$ cat src/rtl/lkv_pkg.sv
// Package for the LRU key/value cache: field widths, defaults and controller types.
`timescale 1ns / 1ps
package lkv_pkg;

	localparam int ENTRIES_DEF = 16;
	localparam int KEY_W = 32;
	localparam int VAL_W = 31;
	localparam int CAP_W = 5;
	localparam logic [CAP_W-1:0] CAP_RESET = 5'd16;

	typedef enum logic [2:0] {
		ST_IDLE,
		ST_SCAN,
		ST_SETTLE,
		ST_DECIDE,
		ST_UPDATE,
		ST_FLUSH
	} lkv_state_t;

	typedef enum logic {
		UPD_TOUCH,
		UPD_INSERT
	} lkv_mode_t;

endpackage

$ cat src/rtl/lru_key_value_cache.sv
// Top level of the fully associative key/value cache with least-recently-used replacement.
`timescale 1ns / 1ps
// Channel   Direction  Item
// s_*       in         one get or put: key and value in tdata, kind in tuser
// m_*       out        one get answer: value in tdata, found flag in tuser
// cfg_*     in         write of the capacity register
//
// An item first scans all ENTRIES words of the entry RAM, one read a cycle;
// a get miss or an ignored put ends there.
// A hit or an insert then rewrites the ages in a second read-modify-write pass over the RAM.
// Reset clears the valid bits and the occupancy; the RAM contents need no clearing.
// A get answer waits in the output register; a second answer holds the block until it is taken.
module lru_key_value_cache
	import lkv_pkg::*;
#(
	parameter int ENTRIES = ENTRIES_DEF
) (
	input  logic             clk,
	input  logic             arst_n,
	input  logic             s_tvalid,
	output logic             s_tready,
	input  logic [63:0]      s_tdata,   // lookup_key [31:0], store_value [62:32], zero [63]
	input  logic             s_tuser,   // kind
	output logic             m_tvalid,
	input  logic             m_tready,
	output logic [31:0]      m_tdata,   // read_value [30:0], zero [31]
	output logic             m_tuser,   // found
	input  logic             cfg_valid,
	output logic             cfg_ready,
	input  logic [CAP_W-1:0] cfg_data
);

	localparam int IW = (ENTRIES > 1) ? $clog2(ENTRIES) : 1;
	localparam int AW = IW;
	localparam int CW = $clog2(ENTRIES + 1);
	localparam int XW = (CW > CAP_W) ? CW : CAP_W;
	localparam int WW = KEY_W + VAL_W + AW;
	localparam logic [IW-1:0] LAST_IDX = IW'(ENTRIES - 1);

	lkv_state_t state_q, state_d;
	lkv_mode_t mode_q;

	logic [CAP_W-1:0] cap_q;
	logic [ENTRIES-1:0] valid_q;
	logic [CW-1:0] occ_q;

	logic kind_q;
	logic [KEY_W-1:0] key_q;
	logic [VAL_W-1:0] val_q;

	logic [IW-1:0] cnt_q;
	logic rv_s1;
	logic [IW-1:0] ri_s1;

	logic hit_q;
	logic [IW-1:0] hit_idx_q;
	logic [AW-1:0] hit_age_q;
	logic [VAL_W-1:0] hit_val_q;
	logic old_have_q;
	logic [IW-1:0] old_idx_q;
	logic [AW-1:0] old_age_q;
	logic free_have_q;
	logic [IW-1:0] free_idx_q;

	logic [IW-1:0] tgt_q;
	logic [AW-1:0] tgt_age_q;
	logic [VAL_W-1:0] nv_q;

	logic m_tvalid_q;
	logic found_q;
	logic [VAL_W-1:0] rdval_q;

	logic [WW-1:0] ram_rdata;
	logic [WW-1:0] ram_wdata;
	logic ram_we;
	logic ram_re;
	logic [KEY_W-1:0] rd_key;
	logic [VAL_W-1:0] rd_val;
	logic [AW-1:0] rd_age;
	logic [AW-1:0] age_new;

	logic in_acc;
	logic out_free;
	logic [XW-1:0] cap_x;
	logic cap_zero;
	logic evict;
	logic slot_ok;
	logic [IW-1:0] slot_idx;
	logic dec_fire;
	logic scan_phase;

	assign s_tready = (state_q == ST_IDLE);
	assign in_acc = s_tvalid && s_tready;
	assign cfg_ready = 1'b1;
	assign m_tvalid = m_tvalid_q;
	assign m_tuser = found_q;
	assign m_tdata = {1'b0, rdval_q};

	assign rd_key = ram_rdata[KEY_W-1:0];
	assign rd_val = ram_rdata[KEY_W +: VAL_W];
	assign rd_age = ram_rdata[KEY_W + VAL_W +: AW];

	assign out_free = !m_tvalid_q || m_tready;
	assign cap_x = (XW'(cap_q) > XW'(ENTRIES)) ? XW'(ENTRIES) : XW'(cap_q);
	assign cap_zero = (cap_x == '0);
	assign evict = (XW'(occ_q) >= cap_x) && old_have_q;
	assign slot_ok = evict || free_have_q;
	assign slot_idx = (evict && (!free_have_q || old_idx_q < free_idx_q)) ? old_idx_q
		: free_idx_q;
	assign dec_fire = (state_q == ST_DECIDE) && (kind_q || out_free);
	assign scan_phase = (state_q == ST_SCAN) || (state_q == ST_SETTLE);

	always_comb begin
		state_d = state_q;
		unique case (state_q)
			ST_IDLE: begin
				if (s_tvalid) begin
					state_d = ST_SCAN;
				end
			end
			ST_SCAN: begin
				if (cnt_q == LAST_IDX) begin
					state_d = ST_SETTLE;
				end
			end
			ST_SETTLE: begin
				state_d = ST_DECIDE;
			end
			ST_DECIDE: begin
				if (!kind_q) begin
					if (out_free) begin
						state_d = hit_q ? ST_UPDATE : ST_IDLE;
					end
				end else if (cap_zero) begin
					state_d = ST_IDLE;
				end else if (hit_q || slot_ok) begin
					state_d = ST_UPDATE;
				end else begin
					state_d = ST_IDLE;
				end
			end
			ST_UPDATE: begin
				if (cnt_q == LAST_IDX) begin
					state_d = ST_FLUSH;
				end
			end
			ST_FLUSH: begin
				state_d = ST_IDLE;
			end
			default: begin
				state_d = ST_IDLE;
			end
		endcase
	end

	always_ff @(posedge clk or negedge arst_n) begin
		if (!arst_n) begin
			state_q <= ST_IDLE;
		end else begin
			state_q <= state_d;
		end
	end

	assign ram_re = (state_q == ST_SCAN) || (state_q == ST_UPDATE);
	assign ram_we = rv_s1 && ((state_q == ST_UPDATE) || (state_q == ST_FLUSH));

	always_comb begin
		age_new = rd_age;
		if (valid_q[ri_s1] && ((mode_q == UPD_INSERT) || (rd_age < tgt_age_q))) begin
			age_new = rd_age + AW'(1);
		end
		if (ri_s1 == tgt_q) begin
			ram_wdata = {AW'(0), nv_q, key_q};
		end else begin
			ram_wdata = {age_new, rd_val, rd_key};
		end
	end

	lkv_ram #(
		.WIDTH(WW),
		.DEPTH(ENTRIES)
	) u_entry_ram (
		.clk(clk),
		.we(ram_we),
		.waddr(ri_s1),
		.wdata(ram_wdata),
		.re(ram_re),
		.raddr(cnt_q),
		.rdata(ram_rdata)
	);

	always_ff @(posedge clk or negedge arst_n) begin
		if (!arst_n) begin
			cap_q <= CAP_RESET;
			valid_q <= '0;
			occ_q <= '0;
			cnt_q <= '0;
			rv_s1 <= 1'b0;
			hit_q <= 1'b0;
			old_have_q <= 1'b0;
			free_have_q <= 1'b0;
			m_tvalid_q <= 1'b0;
			mode_q <= UPD_TOUCH;
		end else begin
			if (cfg_valid && cfg_ready) begin
				cap_q <= cfg_data;
			end

			rv_s1 <= ram_re;
			if (ram_re) begin
				cnt_q <= (cnt_q == LAST_IDX) ? '0 : cnt_q + IW'(1);
			end

			if (in_acc) begin
				hit_q <= 1'b0;
				old_have_q <= 1'b0;
				free_have_q <= 1'b0;
			end else if (rv_s1 && scan_phase) begin
				if (valid_q[ri_s1]) begin
					if (rd_key == key_q) begin
						hit_q <= 1'b1;
					end
					if (!old_have_q || rd_age > old_age_q) begin
						old_have_q <= 1'b1;
					end
				end else if (!free_have_q) begin
					free_have_q <= 1'b1;
				end
			end

			if (dec_fire && !kind_q) begin
				m_tvalid_q <= 1'b1;
			end else if (m_tvalid_q && m_tready) begin
				m_tvalid_q <= 1'b0;
			end

			if (dec_fire) begin
				if (!kind_q) begin
					mode_q <= UPD_TOUCH;
				end else if (!cap_zero) begin
					if (hit_q) begin
						mode_q <= UPD_TOUCH;
					end else if (slot_ok) begin
						mode_q <= UPD_INSERT;
						if (evict) begin
							valid_q <= (valid_q & ~(ENTRIES'(1) << old_idx_q))
								| (ENTRIES'(1) << slot_idx);
						end else begin
							valid_q <= valid_q | (ENTRIES'(1) << slot_idx);
							occ_q <= occ_q + CW'(1);
						end
					end
				end
			end
		end
	end

	always_ff @(posedge clk) begin
		ri_s1 <= cnt_q;
		if (in_acc) begin
			kind_q <= s_tuser;
			key_q <= s_tdata[KEY_W-1:0];
			val_q <= s_tdata[KEY_W +: VAL_W];
		end else if (rv_s1 && scan_phase) begin
			if (valid_q[ri_s1]) begin
				if (rd_key == key_q) begin
					hit_idx_q <= ri_s1;
					hit_age_q <= rd_age;
					hit_val_q <= rd_val;
				end
				if (!old_have_q || rd_age > old_age_q) begin
					old_idx_q <= ri_s1;
					old_age_q <= rd_age;
				end
			end else if (!free_have_q) begin
				free_idx_q <= ri_s1;
			end
		end

		if (dec_fire) begin
			if (!kind_q) begin
				found_q <= hit_q;
				rdval_q <= hit_q ? hit_val_q : '0;
				tgt_q <= hit_idx_q;
				tgt_age_q <= hit_age_q;
				nv_q <= hit_val_q;
			end else if (hit_q) begin
				tgt_q <= hit_idx_q;
				tgt_age_q <= hit_age_q;
				nv_q <= val_q;
			end else begin
				tgt_q <= slot_idx;
				tgt_age_q <= '0;
				nv_q <= val_q;
			end
		end
	end

	a_occ_matches_valid: assert property (@(posedge clk) disable iff (!arst_n)
		$countones(valid_q) == 32'(occ_q))
		else $error("occupancy count differs from the number of valid entries");

	a_occ_bounded: assert property (@(posedge clk) disable iff (!arst_n)
		32'(occ_q) <= ENTRIES)
		else $error("occupancy exceeds the number of entries");

	a_accept_starts_scan: assert property (@(posedge clk) disable iff (!arst_n)
		in_acc |=> (state_q == ST_SCAN))
		else $error("accepted item did not start a scan");

	a_answer_from_decide: assert property (@(posedge clk) disable iff (!arst_n)
		$rose(m_tvalid_q) |-> $past(state_q == ST_DECIDE && !kind_q))
		else $error("answer raised outside the decision of a get");

	a_write_only_in_update: assert property (@(posedge clk) disable iff (!arst_n)
		ram_we |-> $past(state_q == ST_UPDATE))
		else $error("entry RAM written outside the update pass");

endmodule

$ cat src/rtl/lkv_ram.sv
// Generic simple dual-port RAM with one write port and a registered read port.
`timescale 1ns / 1ps
module lkv_ram #(
	parameter int WIDTH = 8,
	parameter int DEPTH = 16
) (
	input  logic                                    clk,
	input  logic                                    we,
	input  logic [((DEPTH > 1) ? $clog2(DEPTH) : 1)-1:0] waddr,
	input  logic [WIDTH-1:0]                        wdata,
	input  logic                                    re,
	input  logic [((DEPTH > 1) ? $clog2(DEPTH) : 1)-1:0] raddr,
	output logic [WIDTH-1:0]                        rdata
);

	logic [WIDTH-1:0] mem_q [DEPTH];
	logic [WIDTH-1:0] rdata_q;

	always_ff @(posedge clk) begin
		if (we) begin
			mem_q[waddr] <= wdata;
		end
		if (re) begin
			rdata_q <= mem_q[raddr];
		end
	end

	assign rdata = rdata_q;

endmodule
$ cat config.mk
export PLATFORM = sky130hd
export DESIGN_NAME = lru_key_value_cache
export DESIGN_NICKNAME = d
export VERILOG_FILES = /design/src/rtl/lkv_pkg.sv /design/src/rtl/lru_key_value_cache.sv /design/src/rtl/lkv_ram.sv
export SDC_FILE = /design/constraint.sdc
export NUM_CORES = 1
export LEC_CHECK = 0
export ABC_AREA = 1
export CAP_MARGIN = 10
export CELL_PAD_IN_SITES_DETAIL_PLACEMENT = 0
export CELL_PAD_IN_SITES_GLOBAL_PLACEMENT = 1
export CORE_ASPECT_RATIO = 1.5
export CORE_MARGIN = 4
export CORE_UTILIZATION = 30
export CTS_BUF_LIST = sky130_fd_sc_hd__clkbuf_4
export CTS_CLUSTER_SIZE = 30
export DETAILED_ROUTE_END_ITERATION = 7
export DONT_BUFFER_PORTS = 1
export PLACE_DENSITY = 0.6
export SLEW_MARGIN = 15
export SYNTH_ARGS = -nofsm -noshare
export SYNTH_HDL_FRONTEND = slang
export SYNTH_SLANG_ARGS = --single-unit
$ cat constraint.sdc
create_clock -name clk -period 5.2 [get_ports clk]
set_input_delay 0.78 -clock clk [delete_from_list [all_inputs] [get_ports clk]]
set_output_delay 0.78 -clock clk [all_outputs]
set_load 0.005 [all_outputs]
# Yosys cells after proc, flatten, opt, wreduce, memory -nomap -nowiden
# Memory sizes are Yosys's and may differ from the RTL's. A register that Yosys moved wholly into a read port is not among the register bits.
# Cells that the tools add are included.
[classes] reduce_logical=41 n_shift=2 n_eq_ne=15 bitwise=11 addsub=3 muxes=41 n_lt_le_gt_ge=6
[ops] cell="2-to-1 mux 67 bit" count=1
[ops] cell="== test 32 bit" count=1
[ops] cell="bitwise OR 16 bit" count=2
[ops] cell="<< shifter 1 x 4 -> 16 bit, first input constant" count=2
[ops] cell="2-to-1 mux 31 bit" count=1
[ops] cell="2-to-1 mux 4 bit" count=7
[ops] cell="2-to-1 mux 3 bit" count=8
[ops] cell="2-to-1 mux 1 bit" count=20
[ops] cell="bitwise AND 16 bit" count=1
[ops] cell="2-to-1 mux 16 bit" count=1
[ops] cell="inverter 16 bit" count=1
[ops] cell="AND reduction 4 bit" count=4
[ops] cell="case mux 3 bit (5 select lines)" count=1
[ops] cell="logical OR 1 bit" count=10
[ops] cell="nonzero test 2 bit" count=5
[ops] cell="logical AND 1 bit" count=9
[ops] cell="AND reduction 3 bit" count=3
[ops] cell="adder 4 x 1 -> 4 bit, second input constant" count=2
[ops] cell="< comparator 4 bit" count=2
[ops] cell="inequality test 2 bit, second input constant" count=4
[ops] cell="inverter 1 bit" count=7
[ops] cell="== test 3 x 2 -> 1 bit, second input constant" count=2
[ops] cell="== test 3 bit, second input constant" count=2
[ops] cell="AND reduction 6 bit" count=1
[ops] cell="18 further kinds" count=22
[word_totals] memories=1 regBits=229 elab_cells=146 in_bits=75 mem_bits_rw=1072 out_inout_bits=36
[memory_table] memory="u_entry_ram.mem_q" depth=16 word_bits=67 rd=1 rd_ports_with_merged_regs=1 write_ports=1 line="lkv_ram.sv:16" rtl="logic [WIDTH-1:0] mem_q [DEPTH];"

# Logic depth before layout (Yosys ltp)
# Gate-level depths: netlist of run 1.
[logic_depth] depth_word=10 ltp_mapped=15 depth_no_buf=15

# Modules after synthesis
# Synthesis of run 1 repeated with hierarchy kept, for this count alone.
[unflattened] hier_cells=5440 hier_area_um2=58129.5
[by_module_without_submodules] mod="lkv_ram" n_inst=1 cells_per_inst=4407 seq_area_each_um2=34202.8 area_per_inst_um2=47743.3
[by_module_without_submodules] mod="lru_key_value_cache" n_inst=1 cells_per_inst=1033 seq_area_each_um2=6642.6 area_per_inst_um2=10386.2

# Least setup slack after synthesis of run 1
# No wires, ideal clock.
[synth_timing] kind="register to register" startpoint="register state_q[2]" endpoint="memory u_entry_ram.mem_q[0][0] (netlist bit), enable pin" arrival_ns=3.763 period_less_slack_ns=4.256 setup_ns=0.493 path_slack_ns=0.944 stages_incl_launch_ff=5 cell_sequence="dfrtp_1 > inv_1 > nor3_1 > nand2_1 > nor2_1"
[synth_between] elab_chain_cells=5 word_cells_on_any_way=6 cone_classes="2 x eq/ne; 2 x mux; 2 x reduce/logical"
[synth_lines] item="start: declaration" line="lru_key_value_cache.sv:40" rtl="lkv_state_t state_q, state_d;"
[synth_lines] item="start signal: assignment" line="lru_key_value_cache.sv:160" rtl="state_q <= state_d;"
[synth_lines] item="== test 3 bit" line="lru_key_value_cache.sv:165" rtl="assign ram_we = rv_s1 && ((state_q == ST_UPDATE) || (state_q == ST_FLUSH));"
[synth_lines] item="logical OR 1 bit (*)" line="lru_key_value_cache.sv:165"
[synth_lines] item="logical AND 1 bit (*)" line="lru_key_value_cache.sv:165"
[synth_lines] item="2-to-1 mux 1 bit (*)" line="lkv_ram.sv:20" rtl="if (we) begin"
[synth_lines] item="2-to-1 mux 1 bit (implied by the code) (*)" line="lkv_ram.sv:21" rtl="mem_q[waddr] <= wdata;"
[synth_lines] item="end: declaration" line="lkv_ram.sv:16"
# Every way passes the cells marked *; elsewhere a longest branch is shown, timed or not.

# Worst setup path in the final report of run 1
[layout_timing] startpoint="register ri_s1[0]" endpoint="memory u_entry_ram.mem_q[15][66] (netlist bit), data pin"
[layout_between] elab_chain_cells=5 word_cells_on_any_way=6 cone_classes="1 x eq/ne; 4 x mux; 1 x reduce/logical"
[layout_lines] item="start: declaration" line="lru_key_value_cache.sv:53" rtl="logic [IW-1:0] ri_s1;"
[layout_lines] item="start signal: assignment" line="lru_key_value_cache.sv:259" rtl="ri_s1 <= cnt_q;"
[layout_lines] item="binary-select mux 1 bit (select 4 bit)" line="lru_key_value_cache.sv:169" rtl="if (valid_q[ri_s1] && ((mode_q == UPD_INSERT) || (rd_age < tgt_age_q))) begin"
[layout_lines] item="2-to-1 mux 1 bit (implied by the code)" line="lru_key_value_cache.sv:169"
[layout_lines] item="logical AND 1 bit" line="lru_key_value_cache.sv:169"
[layout_lines] item="2-to-1 mux 4 bit" line="lru_key_value_cache.sv:169"
[layout_lines] item="2-to-1 mux 67 bit (*)" line="lru_key_value_cache.sv:172" rtl="if (ri_s1 == tgt_q) begin"
[layout_lines] item="named net ram_wdata[66]" line="lru_key_value_cache.sv:74" rtl="logic [WW-1:0] ram_wdata;"
# Mark *: on every way through the listed nets, which the timed path passes. The rest lies on a longest branch. The select of a mux whose other input is x is not followed.

==> summary.md, run 1 <==
| Metric | Value |
|---|---|
| Outcome | `finished, final reports clean` |
| Final setup fails | `0` |
| Register bit total from synthesis | `1368` |
| Simple-Gate Fraction of Synth Area | `0.104` |
| Worst hold start | `s_tdata[34]` |
| Flop pwr share | `0.463` |
| CP required | `6.00 ns` |
| Slew @ Worst Pin | `1.46 ns` |
| Arr. time, crit path | `4.33 ns` |
| Nature of the critical path startpoint | `flip-flop` |
| Hold Fails Final Rpt | `0` |
| Chip height | `527 um` |
| Worst setup EP type | `flip-flop` |
| Distinct cell type count after synthesis | `39` |
| NetSw | `0.0117 W` |
| Via density | `4.83` |
| Slowest-stage cell, CP | `a21oi_1` |
| Final min period | `3.53 ns` |
| Cell count after synthesis | `3900` |
| TritonCTS clock tree | `built` |
| Number of antenna violations at the first check in global routing | `18` |
| Worst Skew | `0.110 ns` |
| Crit share post-route | `0.679` |
| Delay-heaviest family, CP | `compound AO/OA/AOI/OAI gates` |
| Synth area leader | `edfxtp_1` |
| Largest family of logic cells by synthesized area | `simple AND/OR/NAND/NOR gates` |
| Area Overhead vs Synth | `14.7%` |
| Comb power frac | `0.273` |
| Xor and xnor area share after synthesis | `0.00635` |
| Max_cap viols | `0` |
| Largest net degree at the start of global routing | `187` |
| Hold buffer count at CTS | `85` |
| GPL Wtd Cong | `0.726` |
| Register area share after synthesis | `0.759` |
| RSZ-0062 raised after global routing | `no` |
| Pre-antenna DRT Iters | `5` |
| Worst-path fanout max | `34` |
| Crit-path most repeated cell | `a21oi_1` |
| Fin nets | `about 4300` |
| H-tree depth | `5` |
| Relative max-transition margin | `0.0261` |
| Leakage Power | `21.0 nW` |
| Initial Util | `0.301` |
| Num CTS Buffers | `355` |
| Power Internal | `roughly 0.022 W` |
| CTS root buf | `clkbuf_4` |
| Vias | `32900` |
| Die Wd | `354 um` |
| Routed length per instance | `21.2 um` |
| GR Overflow Total | `0` |
| Number of fill cells in the layout | `17400` |
| IO Pins | `111` |
| Slew Limit Fails | `0` |
| Rows | `190` |
| Critical path type | `flip-flop to flip-flop` |
| Compound-cell area share of the yosys netlist | `0.0791` |
| Post-synthesis mux area share | `0.0190` |
| Syn_area_per_cell | `about 14 um^2` |
| Final core utilization | `0.346` |
| Clk sinks | `roughly 1400` |
| Die area | `0.186 mm^2` |
| Routed WL | `~140 mm` |
| First-pass GRT wire length | `212 mm` |
| Setup crit start | `ri_s1[0]$_DFF_P_` |
| Post-DRT Antenna Nets | `0` |
| Sw Share | `0.345` |
| Max Root-Sink Buffers | `4` |
| Synthesis Warnings | `0` |
| Synth top area cells | `edfxtp_1, nor2_1, nand2_1` |
| Post-cts repair resize count | `0` |
| Number of port buffers | `0` |
| Synthesized area | `0.0538 mm^2` |
| Overall Global Routing Usage | `0.151` |
| Dpl hpwl | `74.1 mm` |
| Max Fclk | `283 MHz` |
| Synth Area in Adders | `0.00419` |
| Max VDD drop | `a little under 0.5 mV` |
| Post-synth top area share | `0.739` |
| Post-route DRC violation count | `0` |
| Reg2reg start | `ri_s1[0]$_DFF_P_` |
| Hold Crit Class | `primary input to flip-flop` |
| Crit path buffers/inverters | `1` |
| Share of layout cells above drive strength 1 | `0.147` |
| Clock power share | `0.263` |
| Number of global-route vias before repair | `33300` |
| Setup Fix Bufs, Post-CTS | `0` |
| Largest stage delay, worst path | `1.13 ns` |
| Syn_nets | `3993` |
| Clk_lat worst skew | `1.24 ns` |
| Power Dens Cells | `548 mW/mm^2` |
| Initial DRC Count | `between 2000 and 3000` |
| Clk slew on worst S/H paths | `approximately 0.07 ns` |
| Crit path cell chain | `or2_0 > a21oi_1 > nand2_4 > clkinv_2 > a21oi_1` |
| Core outline area | `0.179 mm^2` |
| Setup_tns | `0 ns` |
## final cells by class
cell class                      instances  area, um^2  share of cell area
Sequential cell                      1368       40900               0.662
Tap cell                             2400        3000              0.0486
Clock buffer                          500        3750              0.0608
Clock inverter                         82         465             0.00754
Timing Repair Buffer                  158        1640              0.0266
Multi-Input combinational cell       2196       11600               0.188
Antenna cell                            5        12.5            0.000203
Inverter                              105         418             0.00677
## Yosys cell counts
cell / instances
xnor2_1: 32
buf_6: 16
o221ai_1: 101
clkinv_1: 3
xor2_1: 7
nand2_1: 575
nand4_2: 1
nor3_1: 5
nand3_1: 149
nor2_4: 5
edfxtp_1: 1325
o21ai_0: 308
o32ai_1: 167
buf_2: 63
buf_4: 16
a21boi_0: 1
nor2_2: 5
a21oi_1: 11
buf_1: 11
o22ai_1: 3
conb_1: 2
clkbuf_1: 124
or2_0: 1
dfstp_2: 1
ha_1: 18
nand2_2: 1
inv_1: 97
clkbuf_4: 1
mux2_2: 1
nand3b_1: 1
dfrtp_1: 38
o211ai_1: 34
inv_2: 5
nand4_1: 10
nand2_4: 2
o21ai_4: 2
mux2i_1: 101
dfxtp_1: 4
nor2_1: 653
## worst register-to-register path, cell delays in order (launching register included)
cell and delay [ns]:
dfxtp_1 0.54, or2_0 0.16, a21oi_1 0.10, nand2_4 0.44
clkinv_2 0.81, a21oi_1 1.13
## per-layer routing
| metal | vias to the layer above | global-route usage | wire length [um] |
|---|---|---|---|
| li1 | 15200 | - | - |
| met1 | 16400 | 0.186 | 59500 |
| met2 | 1000 | 0.263 | 72900 |
| met3 | 286 | 0.0311 | 8090 |
| met4 | 6 | 0.0540 | 3740 |
| met5 | - | 0 | 41 |
## sequential cells by signal (all words and copies together) (netlist names), 3 cells and up
name / flops
old_age_q: 4
tgt_q: 4
key_q: 32
val_q: 31
hit_val_q: 31
free_idx_q: 4
state_q: 3
valid_q: 16
hit_idx_q: 4
hit_age_q: 4
cnt_q: 4
cap_q: 5
old_idx_q: 4
tgt_age_q: 4
occ_q: 5
ri_s1: 4
u_entry_ram.mem_q: 1072
u_entry_ram.rdata: 67
rdval_q: 31
nv_q: 31
## per-stage QoR
step,instance area [um^2],power [W],hold slack (ns),setup WS [ns],std cells
after floorplan,53800,0.0220,0.366,0.944,3900
after global placement,56600,0.0251,0.431,1.51,6141
after detailed placement,56600,0.0252,0.437,1.48,6142
after CTS,61700,0.0343,0.000317,1.48,6809
after global routing,61700,0.0359,0.0588,1.34,6810
final,61700,0.0338,0.201,1.67,6814
## cells in the final DEF, fill, tap and decap left out, types with 62 or more instances in the layout
cell / instances
edfxtp_1: 1325
dlygate4sd3_1: 83
clkbuf_4: 500
inv_1: 91
o21ai_0: 308
mux2i_1: 101
o32ai_1: 167
nand3_1: 149
o221ai_1: 101
nand2_1: 574
clkinv_1: 62
nor2_1: 636
## final timing paths
check	to	slack, ns	cells after the start
hold / removal	val_q[2]$_DFFE_PP_	0.20	1
setup reg to reg	u_entry_ram.mem_q[15][66]$_DFFE_PP_	1.67	5
hold reg to reg	hit_val_q[1]$_DFFE_PP_	0.45	0
max in group asynchronous	cnt_q[3]$_DFFE_PN0P_	4.18	4
setup / recovery	u_entry_ram.mem_q[15][66]$_DFFE_PP_	1.67	5
min in group asynchronous	cnt_q[1]$_DFFE_PN0P_	0.65	3
## power groups by stage
| stage | registers, W | clock network (W) | logic [W] |
|---|---|---|---|
| 3_5_place_dp | 0.0159 | 0 | 0.00930 |
| 3_3_place_gp | 0.0159 | 0 | 0.00917 |
| 2_1_floorplan | 0.0155 | 0 | 0.00650 |
| 4_1_cts | 0.0157 | 0.00925 | 0.00940 |
| 5_1_grt | 0.0158 | 0.00987 | 0.0103 |
| 6_report | 0.0157 | 0.00891 | 0.00924 |
## kinds of logic after synthesis
kind of cell,count (synthesis)
simple gates,1408
mux,102
fa+ha+maj,18
compound gates,627
xor+xnor,39
buf+inv,336
flops,1368
other cells,2
No activity file was read; power rests on OpenSTA's default activity.
==> run 2, diff against run 1 <==
PLACE_DENSITY = 0.61   (was 0.6)
clock period = 2.8 ns   (was 5.2 ns; I/O delays follow)
==> summary.md, run 2 (synthesized netlist as in run 1, its figures left out) <==
| Metric | Value |
|---|---|
| Slew Limit Fails | `0 (unchanged)` |
| Worst hold start | `s_tvalid` |
| Relative max-transition margin | `0.469 (+0.443)` |
| Final min period | `2.57 ns` |
| Initial Util | `0.301 (unchanged)` |
| Number of fill cells in the layout | `17300 (-0.49%)` |
| Clk sinks | `1368 (unchanged)` |
| Number of port buffers | `0 (unchanged)` |
| First-pass GRT wire length | `216 mm (+1.8%)` |
| Post-route DRC violation count | `0 (unchanged)` |
| NetSw | `0.0221 W (+89%)` |
| Most frequent cells in the layout | `edfxtp_1, nor2_1, nand2_1, clkbuf_4, o21ai_0` |
| Routed WL | `147 mm (+1.8%)` |
| Max Root-Sink Buffers | `4 (unchanged)` |
| Comb power frac | `0.292 (+0.019)` |
| Power Internal | `0.0421 W (+90%)` |
| Number of global-route vias before repair | `33800 (+1.6%)` |
| Sw Share | `0.344 (-0.00163)` |
| Pre-antenna DRT Iters | `5 (unchanged)` |
| Finished Layout Cells | `7000 (+2.7%)` |
| Final setup fails | `0 (unchanged)` |
| IO Pins | `111 (unchanged)` |
| Die area | `0.186 mm^2 (unchanged)` |
| Slew @ Worst Pin | `0.796 ns (-0.665 ns)` |
| Largest net degree at the start of global routing | `109 (-42%)` |
| Leakage Power | `22.0 nW (+4.8%)` |
| Dpl hpwl | `80.4 mm (+8.5%)` |
| Power Dens Cells | `1000 mW/mm^2 (+83%)` |
| Reg with most FFs | `u_entry_ram.mem_q` |
| Core outline area | `0.179 mm^2 (unchanged)` |
| Chip height | `527 um (unchanged)` |
| Initial DRC Count | `2137 (-15%)` |
| Share of layout cells above drive strength 1 | `0.163 (+0.0160)` |
| Area of the multi-input gates | `0.0116 mm^2 (+0.11%)` |
| Crit share post-route | `0.919` |
| CTS root buf | `clkbuf_4` |
| Routed length per instance | `21.0 um (-0.89%)` |
| Flop pwr share | `0.449 (-0.014)` |
| Die Wd | `354 um (unchanged)` |
| Placed insts | `6235 (+1.5%)` |
| Reg2reg start | `u_entry_ram.rdata[26]$_DFFE_PP_` |
| Max FFs per register | `1072 (unchanged)` |
| Number of antenna violations at the first check in global routing | `5 (-13)` |
| TritonCTS clock tree | `built` |
| Crit path cell chain | `nor2_1 > inv_1 > nor2_1 > buf_4` |
| GR Overflow Total | `0 (unchanged)` |
| Rows | `190 (unchanged)` |
| H-tree depth | `5 (unchanged)` |
| CP required | `2.38 ns (-3.62 ns)` |
| Crit-path most repeated cell | `nor2_1` |
| Critical path type | `flip-flop to primary output` |
| Overall Global Routing Usage | `0.154 (+0.00235)` |
| Clk slew on worst S/H paths | `0.07 ns (about the same)` |
| Worst-path fanout max | `4 (-88%)` |
| Slowest-stage cell, CP | `dfrtp_1` |
| Max Fclk | `389 MHz` |
| Most common cell after layout, fill and taps aside | `edfxtp_1` |
| Outcome | `finished, final reports clean` |
| Vias | `33600 (+2.1%)` |
| Max_cap viols | `0 (unchanged)` |
| GPL Wtd Cong | `0.765 (+5.3%)` |
| Num CTS Buffers | `359 (+1.1%)` |
| Setup crit start | `state_q[0]$_DFFE_PN0P_` |
| Hold Fails Final Rpt | `0 (unchanged)` |
| Reg area | `0.0409 mm^2 (unchanged)` |
| Post-DRT Antenna Nets | `0 (unchanged)` |
| Nature of the critical path startpoint | `flip-flop` |
| Clk_lat worst skew | `1.30 ns (+0.06 ns)` |
| Worst setup EP type | `primary output` |
| Worst Skew | `0.128 ns (+0.0183 ns)` |
| Clock power share | `0.259 (-0.004)` |
| Final core utilization | `0.358 (+0.0127)` |
| Largest stage delay, worst path | `0.40 ns (-0.73 ns)` |
| Hold Crit Class | `primary input to flip-flop` |
| Max VDD drop | `0.727 mV (+50%)` |
| Hold slack final | `0.177 ns (-0.0246 ns)` |
| Fin nets | `4441 (+3.8%)` |
| Arr. time, crit path | `2.15 ns (-2.18 ns)` |
| Via density | `4.80 (-0.57%)` |
| Area Overhead vs Synth | `18.9%` |
run 2: cell count changes in the layout (fill, tap and decap cells not counted), moves of 6 or more:
cell           change
buf_4             +30
dlygate4sd3_1     +66
clkinv_1          +18
buf_12            +64
diode_2            +6
run 2: worst paths after layout:
check	end	slack, ns	depth (start not counted)
worst max register to register	hit_val_q[11]$_DFFE_PP_	0.24	9
worst min register to register	hit_val_q[2]$_DFFE_PP_	0.42	0
max in group asynchronous	cap_q[4]$_DFFE_PN1P_	2.20	4
worst min-delay path	hit_q$_DFFE_PN0P_	0.18	4
worst max-delay path	s_tready	0.23	4
min in group asynchronous	valid_q[11]$_DFFE_PN0P_	0.31	4
run 2: power by group through the flow:
| stage | Sequential (W) | Combinational [W] | Clock [W] |
|---|---|---|---|
| final | 0.0288 | 0.0187 | 0.0166 |
| after global routing | 0.0290 | 0.0208 | 0.0184 |
| after CTS | 0.0288 | 0.0190 | 0.0173 |
| after detailed placement | 0.0293 | 0.0187 | 0 |
| after global placement | 0.0292 | 0.0185 | 0 |
| after floorplan | 0.0288 | 0.0121 | 0 |
run 2: worst max-delay path, delay by kind of cell, from the launching register on:
family	cells	cell delay, ns
simple gates	2	0.22
flops	1	0.40
buf+inv	2	0.24
run 2: final cells by class:
cell class	count	share of cell area
Clock inverter	100	0.00815
Inverter	105	0.00643
Timing Repair Buffer	318	0.0595
Multi-Input combinational cell	2196	0.181
Antenna cell	11	0.000430
Tap cell	2400	0.0469
Sequential cell	1368	0.639
Clock buffer	502	0.0589
run 2: repair_timing:
item	in CTS	in global routing
hold endpoints to repair	223	0
hold buffers	151	0
setup endpoints to repair	0	65
setup buffers	0	1
resized for setup	0	4
run 2: routing by layer:
metal	GRT usage	routed length, um
met4	0.0452	3250
met2	0.266	73900
met3	0.0330	7060
met5	0	0
met1	0.193	62600
run 2: per-stage QoR:
stage	setup slack, ns	TNS (ns)	area (um^2)	total power (W)
6_report	0.227	0	64000	0.0642
5_1_grt	-0.0294	-0.0294	64000	0.0682
4_1_cts	0.0119	0	63900	0.0651
3_5_place_dp	0.232	0	58100	0.0480
3_3_place_gp	0.232	0	58100	0.0477
2_1_floorplan	-0.387	-414.86	53800	0.0409
==> run 3, diff against run 2 <==
CTS_BUF_LIST = sky130_fd_sc_hd__clkbuf_16   (was sky130_fd_sc_hd__clkbuf_4)
==> summary.md, run 3 (synthesized netlist as in run 1, its figures left out) <==
| Metric | Value |
|---|---|
| Outcome | `finished, final reports clean` |
| Pre-antenna DRT Iters | `5 (unchanged)` |
| Max Fclk | `392 MHz (+0.74%)` |
| Number of antenna violations at the first check in global routing | `19 (+14)` |
| Number of global-route vias before repair | `31700 (-6.3%)` |
| Relative max-transition margin | `0.318 (-0.152)` |
| PnR worst setup slack | `0.246 ns (+0.0189 ns)` |
| Routed WL | `145 mm (-1.5%)` |
| Crit-path most repeated cell | `nand2_1` |
| Overall Global Routing Usage | `0.152 (-0.00199)` |
| Max Root-Sink Buffers | `3 (-1)` |
| Reg2Reg Setup Slack | `0.25 ns (about the same)` |
| Crit share post-route | `0.912 (-0.00674)` |
| Nature of the critical path startpoint | `flip-flop` |
| Chip height | `527 um (unchanged)` |
| Arr. time, crit path | `2.98 ns (+0.83 ns)` |
| Worst setup EP type | `flip-flop` |
| Num CTS Buffers | `142 (-60%)` |
| Largest stage delay, worst path | `0.77 ns (+0.37 ns)` |
| Max VDD drop | `0.731 mV (+0.57%)` |
| Fin nets | `4146 (-6.6%)` |
| Setup crit start | `u_entry_ram.rdata[64]$_DFFE_PP_` |
| Crit path cell chain | `ha_1 > a21boi_0 > o211ai_1 > nand2_1 > nand2_1 > nand2_1 > inv_1 > nor2_1 > nor2_1` |
| Finished Layout Cells | `6570 (-6.1%)` |
| IO Pins | `111 (unchanged)` |
| Crit path buffers/inverters | `1 (-1)` |
| Setup Fix Bufs, Post-CTS | `0 (unchanged)` |
| Die Wd | `354 um (unchanged)` |
| Slew @ Worst Pin | `1.02 ns (+0.224 ns)` |
| Setup_tns | `0 ns (unchanged)` |
| Clk sinks | `1368 (unchanged)` |
| GR Overflow Total | `0 (unchanged)` |
| Worst r2r dst | `u_entry_ram.mem_q[6][64]$_DFFE_PP_` |
| Gr busiest metal | `met2` |
| Met3 Use GR | `0.0217 (-0.0113)` |
| Leakage Power | `21.4 nW (-2.8%)` |
| Area Overhead vs Synth | `17.7%` |
| TritonCTS clock tree | `built` |
| Via density | `4.87 (+1.4%)` |
| First-pass GRT wire length | `212 mm (-1.7%)` |
| Critical path type | `flip-flop to flip-flop` |
| Dpl hpwl | `80.4 mm (unchanged)` |
| Post-route DRC violation count | `0 (unchanged)` |
| Rows | `190 (unchanged)` |
| Most common cell after layout, fill and taps aside | `edfxtp_1` |
| Initial DRC Count | `2291 (+7.2%)` |
| M2 GR Usage | `0.265 (-0.000730)` |
| Number of fill cells in the layout | `17000 (-1.6%)` |
| R2R cell count | `9 (unchanged)` |
| Routed length per instance | `22.0 um (+5.0%)` |
| Clk slew on worst S/H paths | `0.06 ns (about the same)` |
| CTS root buf | `clkbuf_16` |
| Post-layout total power | `0.0657 W (+2.3%)` |
| Delay-heaviest family, CP | `simple AND/OR/NAND/NOR gates` |
| Power Dens Cells | `1040 mW/mm^2 (+3.3%)` |
| Vias | `32000 (-4.9%)` |
| Hold Fails Final Rpt | `0 (unchanged)` |
| Worst-path fanout max | `16 (+12)` |
| Hold Crit Class | `primary input to asynchronous set/reset pin` |
| Placed insts | `6235 (unchanged)` |
| Number of port buffers | `0 (unchanged)` |
| H-tree depth | `4 (-1)` |
| Max FFs per register | `1072 (unchanged)` |
| Core outline area | `0.179 mm^2 (unchanged)` |
| Share of layout cells above drive strength 1 | `0.0992 (-0.0640)` |
| Die area | `0.186 mm^2 (unchanged)` |
| Place WS | `0.232 ns (unchanged)` |
| Clk_lat worst skew | `0.78 ns (-0.52 ns)` |
| Slowest-stage cell, CP | `nor2_1` |
| Final setup fails | `0 (unchanged)` |
| Slew Limit Fails | `0 (unchanged)` |
| Post-DRT Antenna Nets | `0 (unchanged)` |
| Reg with most FFs | `u_entry_ram.mem_q` |
| Initial Util | `0.301 (unchanged)` |
| Largest net degree at the start of global routing | `109 (unchanged)` |
| CP required | `3.23 ns (+0.85 ns)` |
| GPL Wtd Cong | `0.765 (unchanged)` |
| Max_cap viols | `0 (unchanged)` |
| Met1 usage | `0.196 (+0.00325)` |
| Most frequent cells in the layout | `edfxtp_1, nor2_1, nand2_1, o21ai_0, o32ai_1` |
| Final min period | `2.55 ns (-0.0189 ns)` |
| Worst Skew | `0.0337 ns (-0.0946 ns)` |
| RSZ-0062 raised after global routing | `no` |
| Reg2reg start | `u_entry_ram.rdata[64]$_DFFE_PP_` |
[run 3: changes by cell type in the layout (fill, tap and decap cells not counted), moves of 5 or more]
cell / before / now
clkbuf_16: 0 / 145
clkbuf_4: 502 / 0
clkinv_1: 80 / 33
clkinv_2: 14 / 19
clkinv_8: 0 / 7
clkinvlp_4: 0 / 6
dlygate4sd3_1: 149 / 73
inv_1: 91 / 123
inv_2: 11 / 6
[run 3: report_power, final]
group | total (W) | switching [W] | internal, W
combinational | 0.0186 | 0.0132 | 0.00547
sequential | 0.0288 | 0.000946 | 0.0279
clock | 0.0182 | 0.00793 | 0.0103
total | 0.0657 | 0.0220 | 0.0436
[run 3: timing repair]
| action | 4_1_cts | 5_1_grt |
|---|---|---|
| resized for setup | 0 | 3 |
| endpoints found under the hold margin | 113 | 0 |
| hold buffers | 74 | 0 |
| endpoints found under the setup margin | 0 | 48 |
[run 3: worst max path at each step]
stage | cells past startpoint | endpoint | slack [ns]
after floorplan | 4 | u_entry_ram.mem_q[0][0]$_DFFE_PP_ | -0.39
after global placement | 9 | hit_val_q[5]$_DFFE_PP_ | 0.23
after detailed placement | 9 | u_entry_ram.mem_q[6][63]$_DFFE_PP_ | 0.23
after CTS | 9 | u_entry_ram.mem_q[6][63]$_DFFE_PP_ | 0.21
after global routing | 10 | u_entry_ram.mem_q[4][64]$_DFFE_PP_ | 0.006
final | 9 | u_entry_ram.mem_q[6][64]$_DFFE_PP_ | 0.25
[run 3: routing by layer]
| layer | vias to the layer above | part of all wire |
|---|---|---|
| met5 | - | 0.00028 |
| met4 | 6 | 0.022 |
| met3 | 215 | 0.043 |
| met2 | 753 | 0.50 |
| met1 | 16300 | 0.43 |
| li1 | 14700 | - |
[run 3: final cells by class]
| class | count | area (um^2) | area share |
|---|---|---|---|
| multi-input combinational | 2196 | 11600 | 0.183 |
| antenna | 7 | 17.5 | 0.000277 |
| clock inverter | 109 | 836 | 0.0132 |
| tap | 2400 | 3000 | 0.0474 |
| clock buffer | 145 | 3630 | 0.0573 |
| inverter | 105 | 412 | 0.00650 |
| sequential | 1368 | 40900 | 0.645 |
| timing repair buffer | 240 | 3010 | 0.0475 |
[run 3: through the flow]
| stage | utilization | cell area [um^2] | hold WS [ns] |
|---|---|---|---|
| 6_report | 0.355 | 63300 | 0.147 |
| 5_1_grt | 0.355 | 63300 | 0.155 |
| 4_1_cts | 0.355 | 63300 | 0.120 |
| 3_5_place_dp | 0.325 | 58100 | 0.131 |
| 3_3_place_gp | 0.325 | 58100 | 0.132 |
| 2_1_floorplan | - | 53800 | 0.124 |
[run 3: worst reg2reg max path, stage by stage (launching register included)]
cell,delay [ns]
edfxtp_1,0.38
ha_1,0.29
a21boi_0,0.13
o211ai_1,0.16
nand2_1,0.08
nand2_1,0.15
nand2_1,0.12
inv_1,0.08
nor2_1,0.04
nor2_1,0.77
